$ cat src/sv/pfe_pkg.sv
// Package: shared types, codes and widths for the postfix evaluator.
package pfe_pkg;
  localparam int unsigned DataW = 32;
  localparam int unsigned ValW = 31;
  localparam int unsigned StackDepthDef = 16;

  typedef enum logic [1:0] {
    REQ_PUSH = 2'd0,
    REQ_OPER = 2'd1,
    REQ_FIN  = 2'd2,
    REQ_NONE = 2'd3
  } req_e;

  typedef enum logic [2:0] {
    OP_MUL = 3'd0,
    OP_ADD = 3'd1,
    OP_SUB = 3'd2,
    OP_DIV = 3'd3,
    OP_POW = 3'd4
  } op_e;

  typedef enum logic [2:0] {
    ST_OK    = 3'd0,
    ST_UNDER = 3'd1,
    ST_OVER  = 3'd2,
    ST_DIVZ  = 3'd3,
    ST_EMPTY = 3'd4
  } status_e;

  typedef struct packed {
    logic [1:0]      req;
    logic [ValW-1:0] val;
    logic [2:0]      code;
  } cmd_t;

  typedef struct packed {
    logic [DataW-1:0] value;
    logic [2:0]       status;
    logic             fin;
  } res_t;
endpackage

$ cat src/sv/pfe_queue.sv
// Two-entry queue between the front and back parts.
module pfe_queue import pfe_pkg::*; (
  input  logic clk_i,
  input  logic rst_ni,
  input  logic in_valid_i,
  output logic in_ready_o,
  input  cmd_t in_cmd_i,
  output logic out_valid_o,
  input  logic out_ready_i,
  output cmd_t out_cmd_o
);
  cmd_t       mem_q [2];
  logic       wp_q, rp_q;
  logic [1:0] cnt_q;
  logic       wr, rd;

  assign in_ready_o  = (cnt_q != 2'd2);
  assign out_valid_o = (cnt_q != 2'd0);
  assign out_cmd_o   = mem_q[rp_q];
  assign wr = in_valid_i && in_ready_o;
  assign rd = out_valid_o && out_ready_i;

  always_ff @(posedge clk_i) begin
    if (wr) mem_q[wp_q] <= in_cmd_i;
  end

  always_ff @(posedge clk_i or negedge rst_ni) begin
    if (!rst_ni) begin
      wp_q <= 1'b0; rp_q <= 1'b0; cnt_q <= 2'd0;
    end else begin
      if (wr) wp_q <= ~wp_q;
      if (rd) rp_q <= ~rp_q;
      cnt_q <= cnt_q + {1'b0, wr} - {1'b0, rd};
    end
  end

  assert property (@(posedge clk_i) disable iff (!rst_ni) cnt_q <= 2'd2)
    else $error("queue count out of range");
  assert property (@(posedge clk_i) disable iff (!rst_ni)
    (cnt_q == 2'd0) |-> !rd) else $error("read from empty queue");
  assert property (@(posedge clk_i) disable iff (!rst_ni)
    (cnt_q == 2'd2) |-> !wr) else $error("write to full queue");
endmodule

$ cat src/sv/pfe_back.sv
// Back part: operand stack, sequencer, shared multiplier and divider.
module pfe_back import pfe_pkg::*; #(
  parameter int unsigned StackDepth = StackDepthDef
) (
  input  logic clk_i,
  input  logic rst_ni,
  input  logic cmd_valid_i,
  output logic cmd_ready_o,
  input  cmd_t cmd_i,
  output logic res_valid_o,
  input  logic res_ready_i,
  output res_t res_o
);
  localparam int unsigned AW = (StackDepth > 1) ? $clog2(StackDepth) : 1;
  localparam int unsigned CW = $clog2(StackDepth + 1);

  typedef enum logic [6:0] {
    S_IDLE = 7'b0000001,
    S_RD1  = 7'b0000010,
    S_RD2  = 7'b0000100,
    S_EXEC = 7'b0001000,
    S_DIV  = 7'b0010000,
    S_POW  = 7'b0100000,
    S_OUT  = 7'b1000000
  } state_e;

  state_e           state_q;
  logic [DataW-1:0] stk_q [StackDepth];
  logic [DataW-1:0] rdata_q, left_q, right_q;
  logic [CW-1:0]    cnt_q;
  logic [AW-1:0]    raddr;
  logic             ren;
  cmd_t             cmd_q;
  res_t             res_q;
  logic             rvalid_q;
  logic [5:0]       step_q;
  logic [DataW-1:0] acc_q, sq_q, quo_q, rem_q, ua_q, ub_q;
  logic             neg_q, pow_phase_q;
  logic [DataW-1:0] mul_a, mul_b, mul_p_q;
  logic [DataW:0]   rem_sh, rem_sub;
  logic             wen;
  logic [AW-1:0]    waddr;
  logic [DataW-1:0] wdata;

  assign cmd_ready_o = (state_q == S_IDLE) && !rvalid_q;
  assign res_valid_o = rvalid_q;
  assign res_o       = res_q;

  always_ff @(posedge clk_i) begin
    if (ren) rdata_q <= stk_q[raddr];
    if (wen) stk_q[waddr] <= wdata;
    mul_p_q <= mul_a * mul_b;
  end

  assign rem_sh  = {rem_q, ua_q[DataW-1]};
  assign rem_sub = rem_sh - {1'b0, ub_q};

  always_comb begin
    ren = 1'b0; raddr = '0;
    if (state_q == S_IDLE && cmd_valid_i && cmd_ready_o && cnt_q != '0) begin
      ren = 1'b1; raddr = AW'(cnt_q - 1'b1);
    end else if (state_q == S_RD1) begin
      ren = 1'b1; raddr = AW'(cnt_q - CW'(2));
    end
    mul_a = pow_phase_q ? sq_q : acc_q;
    mul_b = sq_q;
    if (state_q == S_EXEC) begin mul_a = left_q; mul_b = right_q; end
  end

  always_ff @(posedge clk_i or negedge rst_ni) begin
    if (!rst_ni) begin
      state_q <= S_IDLE; cnt_q <= '0; rvalid_q <= 1'b0; wen <= 1'b0;
    end else begin
      wen <= 1'b0;
      if (rvalid_q && res_ready_i) rvalid_q <= 1'b0;
      case (state_q)
        S_IDLE: if (cmd_valid_i && cmd_ready_o) begin
          cmd_q <= cmd_i;
          res_q <= '{value: '0, status: ST_OK, fin: 1'b0};
          case (cmd_i.req)
            REQ_PUSH: begin
              if (cnt_q >= CW'(StackDepth)) res_q.status <= ST_OVER;
              else begin
                wen <= 1'b1; waddr <= AW'(cnt_q);
                wdata <= {1'b0, cmd_i.val}; cnt_q <= cnt_q + 1'b1;
              end
              rvalid_q <= 1'b1;
            end
            REQ_OPER: begin
              if (cmd_i.code > OP_POW) rvalid_q <= 1'b1;
              else if (cnt_q < CW'(2)) begin
                res_q.status <= ST_UNDER; rvalid_q <= 1'b1;
              end else state_q <= S_RD1;
            end
            REQ_FIN: begin
              res_q.fin <= 1'b1;
              if (cnt_q == '0) begin
                res_q.status <= ST_EMPTY; rvalid_q <= 1'b1;
              end else state_q <= S_RD2;
              cnt_q <= '0;
            end
            default: rvalid_q <= 1'b1;
          endcase
        end
        S_RD1: begin
          right_q <= rdata_q; state_q <= S_RD2;
        end
        S_RD2: begin
          if (cmd_q.req == REQ_FIN) begin
            res_q.value <= rdata_q; rvalid_q <= 1'b1; state_q <= S_IDLE;
          end else begin
            left_q <= rdata_q;
            ua_q <= rdata_q[DataW-1] ? -rdata_q : rdata_q;
            ub_q <= right_q[DataW-1] ? -right_q : right_q;
            neg_q <= rdata_q[DataW-1] ^ right_q[DataW-1];
            acc_q <= 32'd1; sq_q <= rdata_q; rem_q <= '0;
            step_q <= '0; pow_phase_q <= 1'b0;
            state_q <= S_EXEC;
          end
        end
        S_EXEC: begin
          case (cmd_q.code)
            OP_ADD: begin res_q.value <= left_q + right_q; state_q <= S_OUT; end
            OP_SUB: begin res_q.value <= left_q - right_q; state_q <= S_OUT; end
            OP_MUL: begin step_q <= step_q + 1'b1;
              if (step_q[0]) begin res_q.value <= mul_p_q; state_q <= S_OUT; end
            end
            OP_DIV: if (right_q == '0) begin
              res_q.status <= ST_DIVZ; rvalid_q <= 1'b1; state_q <= S_IDLE;
            end else state_q <= S_DIV;
            default: begin
              if (right_q[DataW-1]) begin
                res_q.value <= (left_q == 32'd1) ? 32'd1 :
                  (left_q == '1) ? (right_q[0] ? '1 : 32'd1) : '0;
                state_q <= S_OUT;
              end else state_q <= S_POW;
            end
          endcase
        end
        S_DIV: begin
          ua_q <= {ua_q[DataW-2:0], 1'b0};
          if (!rem_sub[DataW]) begin
            rem_q <= rem_sub[DataW-1:0]; quo_q <= {quo_q[DataW-2:0], 1'b1};
          end else begin
            rem_q <= rem_sh[DataW-1:0]; quo_q <= {quo_q[DataW-2:0], 1'b0};
          end
          step_q <= step_q + 1'b1;
          if (step_q == 6'd32) begin
            res_q.value <= neg_q ? -quo_q : quo_q; state_q <= S_OUT;
          end
        end
        S_POW: begin
          // each exponent bit: multiply acc, then square
          step_q <= step_q + 1'b1;
          case (step_q[1:0])
            2'd1: begin
              if (right_q[0]) acc_q <= mul_p_q;
              pow_phase_q <= 1'b1;
            end
            2'd3: begin
              sq_q <= mul_p_q; pow_phase_q <= 1'b0;
              right_q <= {1'b0, right_q[DataW-1:1]};
              if (right_q[DataW-1:1] == '0) state_q <= S_OUT;
            end
            default: ;
          endcase
          if (step_q[1:0] == 2'd3 && right_q[DataW-1:1] == '0)
            res_q.value <= acc_q;
        end
        S_OUT: begin
          wen <= 1'b1; waddr <= AW'(cnt_q - CW'(2)); wdata <= res_q.value;
          cnt_q <= cnt_q - 1'b1; rvalid_q <= 1'b1; state_q <= S_IDLE;
        end
        default: state_q <= S_IDLE;
      endcase
    end
  end

  assert property (@(posedge clk_i) disable iff (!rst_ni)
    cnt_q <= CW'(StackDepth)) else $error("stack count exceeds depth");
  assert property (@(posedge clk_i) disable iff (!rst_ni)
    (rvalid_q && !res_ready_i) |=> $stable(res_q)) else $error("result changed");
  assert property (@(posedge clk_i) disable iff (!rst_ni)
    (state_q != S_IDLE) |-> !cmd_ready_o) else $error("accept while busy");
endmodule

$ cat src/sv/pfe_front.sv
// Front part: accept and classify incoming stream items.
module pfe_front import pfe_pkg::*; (
  input  logic        s_axis_tvalid,
  output logic        s_axis_tready,
  input  logic [39:0] s_axis_tdata,
  input  logic [1:0]  s_axis_tuser,
  output logic        cmd_valid_o,
  input  logic        cmd_ready_i,
  output cmd_t        cmd_o
);
  assign cmd_o.req     = s_axis_tuser;
  assign cmd_o.val     = s_axis_tdata[30:0];
  assign cmd_o.code    = s_axis_tdata[33:31];
  assign cmd_valid_o   = s_axis_tvalid;
  assign s_axis_tready = cmd_ready_i;
endmodule

$ cat src/sv/postfix_expression_evaluator_core.sv
// Top level: postfix expression evaluator with operand stack.
// Usage:
//  The slave stream carries one request per item: tuser holds req_type,
//  tdata holds operand_value and operator_code from the lowest bit up.
//  Every request yields exactly one result item on the master stream:
//  tdata holds result_value, tuser holds status, tlast marks is_final.
//  A two-entry queue decouples intake from execution. The execution unit
//  takes one item at a time: push, stack errors and ignored requests are
//  answered without leaving S_IDLE; finish reads the top of the stack;
//  operators read both operands first. A nonzero divide runs one quotient
//  bit a cycle over 33 steps, power one exponent bit at a time over up to
//  31 bits on the shared multiplier. The next request is accepted in the
//  cycle after the result leaves.
//  The stack is a memory with one registered read port, so an operator
//  reads its two operands one after the other.
//  Reset empties the stack count; stack contents stay undefined until
//  pushed. When the receiver stalls, the result is held and the execution
//  unit waits; the queue keeps accepting up to two items.
module postfix_expression_evaluator_core import pfe_pkg::*; #(
  parameter int unsigned StackDepth = StackDepthDef
) (
  input  logic        clk_i,
  input  logic        rst_ni,
  input  logic        s_axis_tvalid,
  output logic        s_axis_tready,
  input  logic [39:0] s_axis_tdata,  // operand_value, operator_code
  input  logic [1:0]  s_axis_tuser,  // req_type
  output logic        m_axis_tvalid,
  input  logic        m_axis_tready,
  output logic [31:0] m_axis_tdata,  // result_value
  output logic [2:0]  m_axis_tuser,  // status
  output logic        m_axis_tlast
);
  logic fv, fr, bv, br;
  cmd_t fc, bc;
  res_t r;

  pfe_front u_front (
    .s_axis_tvalid(s_axis_tvalid), .s_axis_tready(s_axis_tready),
    .s_axis_tdata(s_axis_tdata), .s_axis_tuser(s_axis_tuser),
    .cmd_valid_o(fv), .cmd_ready_i(fr), .cmd_o(fc));

  pfe_queue u_queue (
    .clk_i(clk_i), .rst_ni(rst_ni), .in_valid_i(fv), .in_ready_o(fr),
    .in_cmd_i(fc), .out_valid_o(bv), .out_ready_i(br), .out_cmd_o(bc));

  pfe_back #(.StackDepth(StackDepth)) u_back (
    .clk_i(clk_i), .rst_ni(rst_ni), .cmd_valid_i(bv), .cmd_ready_o(br),
    .cmd_i(bc), .res_valid_o(m_axis_tvalid), .res_ready_i(m_axis_tready),
    .res_o(r));

  assign m_axis_tdata = r.value;
  assign m_axis_tuser = r.status;
  assign m_axis_tlast = r.fin;
endmodule
$ cat config.mk
export PLATFORM = sky130hd
export DESIGN_NAME = postfix_expression_evaluator_core
export DESIGN_NICKNAME = d
export VERILOG_FILES = /design/src/sv/pfe_pkg.sv /design/src/sv/pfe_queue.sv /design/src/sv/pfe_back.sv /design/src/sv/pfe_front.sv /design/src/sv/postfix_expression_evaluator_core.sv
export SDC_FILE = /design/constraint.sdc
export NUM_CORES = 2
export LEC_CHECK = 0
export ABC_AREA = 1
export BUFFER_PORTS_ARGS = -buffer_cell sky130_fd_sc_hd__buf_4
export CAP_MARGIN = 20
export CORE_MARGIN = 4
export CORE_UTILIZATION = 55
export DETAILED_ROUTE_END_ITERATION = 8
export PLACE_DENSITY_LB_ADDON = 0.25
export SLEW_MARGIN = 20
export SYNTH_ARGS = -nofsm -noshare
export SYNTH_HDL_FRONTEND = slang
export SYNTH_HIERARCHICAL = 1
export SYNTH_SLANG_ARGS = --single-unit
$ cat constraint.sdc
create_clock -name clk_i -period 8.4 [get_ports clk_i]
set_input_delay 0 -clock clk_i [delete_from_list [all_inputs] [get_ports clk_i]]
set_output_delay 0 -clock clk_i [all_outputs]
set_load 0.1 [all_outputs]
==> flow_metrics.env <==
export IMPL_status="completed"
export IMPL_syn_nets=6988
export IMPL_core_area_mm2=0.113
export IMPL_num_io_pins=84
export IMPL_cts_made_buffers=100
export IMPL_synth_seq_cells=1007
export IMPL_critical_path_class="flip-flop to flip-flop"
export IMPL_grt_max_degree=171
export IMPL_die_y_um=345
export IMPL_critPathMaxStageDelay_ps=590
export IMPL_grt_pass1_vias=46300
export IMPL_detailed_place_area_mm2=0.0650
export IMPL_required_ps=8990
export IMPL_async_flop_share_pct=1.79
export IMPL_r2r_cells=28
export IMPL_ctsRootBufferMaster="clkbuf_16"
export IMPL_cp_top_family="adder cells"
export IMPL_filler_cell_count=9329
export IMPL_layout_common_cells="1201 x nand2_1, 957 x edfxtp_1, 836 x nor2_1"
export IMPL_die_area_mm2=0.119
export IMPL_fin_setup_tns_ps=0
export IMPL_cp_end_kind="flip-flop"
export IMPL_fin_util_pct=61.2
export IMPL_synth_cell_type_count=59
export IMPL_clock_path_buffers=3
export IMPL_grt_usage_pct=32.6
export IMPL_rsz0062_at_grt="no"
export IMPL_syn_to_final_growth_pct=10.3
export IMPL_routed_wl_um=197000
export IMPL_post_drt_wl_per_cell_um=24.7
export IMPL_design_area_mm2=0.0689
export IMPL_crit_slowest_cell="fa_1"
export IMPL_hold_path_class="input pin to flip-flop"
export IMPL_multiInputGateArea_mm2=0.0285
export IMPL_wl_met2_um=91700
export IMPL_tightest_slew_ps=1140
export IMPL_dp_hpwl_um=140000
export IMPL_drtIter0Drc=5604
export IMPL_largest_register="u_back/stk_q"
export IMPL_drc=0
export IMPL_hold_violations=0
export IMPL_relSlewSlack_pct=23.5
export IMPL_ys_seq_area_share_pct=47.7
export IMPL_cts_num_sinks=1007
export IMPL_cp_depth=28
export IMPL_grt_remaining_overflow=0
export IMPL_hold_depth=2
export IMPL_cts_tree="yes"
export IMPL_path_buf_inv=5
export IMPL_wl_met3_um=19600
export IMPL_maxUsedRoutingLayer="met5"
export IMPL_netlist_area_mm2=0.0625
export IMPL_final_common_cell="nand2_1"
export IMPL_largest_reg_flops=512
export IMPL_viasPerCell=5.94
export IMPL_vias=47400
export IMPL_detail_route_antenna_nets=0
export IMPL_cts_clk_slew_worst_paths_ps=60
export IMPL_timing_critical_path_mode_cell="fa_1"
export IMPL_final_nets=7068
export IMPL_clock_skew_ps=46.3
export IMPL_fp_row_count=123
export IMPL_wl_met1_um=75000
export IMPL_initial_core_util_pct=55.5
export IMPL_syn_inst=6328
export IMPL_seq_area_mm2=0.0298
export IMPL_cp_arrival_ps=8610
export IMPL_setup_worst_path_start_class="flip-flop"
export IMPL_fin_crit_ps=8020
export IMPL_synth_edf_count=957
export IMPL_grt_pass1_wl_um=293000
export IMPL_drv_slew=0
export IMPL_cp_max_fo=38
export IMPL_cts_htree_levels=3
export IMPL_worstSkewPairLatency_ps=700
export IMPL_die_w_um=345
export IMPL_dr_pass1_iters=7
export IMPL_yosysWarnings=6
export IMPL_max_freq_mhz=125
export IMPL_avgSynthCellArea_um2=9.88
export IMPL_antenna_found_initial=6
export IMPL_synth_main_ff_cell="edfxtp_1"
export IMPL_gp_congestion=1.02
export IMPL_final_period_utilization_pct=95.5
export IMPL_setup_viol_count_final=0
export IMPL_numPortBuffers=77
export IMPL_drive_gt1_share_pct=7.51
export IMPL_maxCapViolCount=0
## cells in the mapped netlist, types with 44 or more instances
library cell,count,area share (%)
o32ai_1,72,1.0
o21ai_0,489,3.9
clkbuf_1,189,1.1
xnor2_1,47,0.66
nand2_1,1204,7.2
edfxtp_1,957,46
o221ai_1,58,0.81
o211ai_1,63,0.76
nor2_1,856,5.1
buf_4,53,0.64
xor2_1,86,1.2
fa_1,410,13
nand3_1,165,1.3
mux2i_1,44,0.70
ha_1,204,4.1
inv_1,766,4.6
nor3_1,47,0.38
a21oi_1,188,1.5
## logic make-up after synthesis
family          count (synthesis)  share of synthesized area [%]
mux                            44                          0.704
simple gates                 2405                           15.5
flops                        1007                           47.7
xor+xnor                      133                           1.86
compound gates               1026                           9.90
buf+inv                      1099                           7.11
fa+ha+maj                     614                           17.2
## metal layers
| metal | GRT usage (%) | vias up |
|---|---|---|
| met1 | 42.8 | 23100 |
| met5 | 0 | - |
| met2 | 52.4 | 2482 |
| met4 | 15.5 | 4 |
| li1 | - | 21300 |
| met3 | 6.38 | 499 |
## path summary, 6_finish.rpt
path	startpoint	endpoint	slack (ps)
setup / recovery	u_back/state_q[0]	u_back/mul_p_q[29]	380
hold / removal	s_axis_tdata[31]	u_queue/mem_q[1][0]	40
setup reg to reg	u_back/state_q[0]	u_back/mul_p_q[29]	380
hold reg to reg	u_back/quo_q[1]	u_back/quo_q[2]	450
max in group asynchronous	rst_ni	u_back/state_q[5]	6740
min in group asynchronous	rst_ni	u_back/state_q[0]	390
## final cells by class
class,instances,area share (%)
Clock inverter,61,1.06
Clock buffer,120,3.80
Tap cell,1500,2.72
Sequential cell,1007,43.3
Inverter,794,4.35
Multi-Input combinational cell,4222,41.3
Timing Repair Buffer,283,3.48
Antenna cell,2,0.00726
## metrics by stage
stage          std cells  worst slack, ps  hold slack, ps
2_1_floorplan       6328              938            -296
3_3_place_gp        7751              467           -94.0
3_5_place_dp        7751              408           -94.9
4_1_cts             7982              408            1.98
5_1_grt             7987             28.3            27.7
6_report            7989              377            37.1
## worst register-to-register path: cells and delay by family (launching register included)
| family | cells | cell delay (ps) |
|---|---|---|
| simple gates | 10 | 1440 |
| flops | 1 | 560 |
| buf+inv | 5 | 650 |
| fa+ha+maj | 9 | 4470 |
| compound gates | 4 | 820 |
## what timing repair did
item                                    in CTS  in global routing
setup buffers                                0                  4
resized for setup                            0                  4
hold buffers                                50                  0
endpoints found under the setup margin       0                  3
hold endpoints to repair                   118                  0
Power is not shown: default switching activity piles up to over one toggle a cycle in this logic, so the estimate is an artifact.
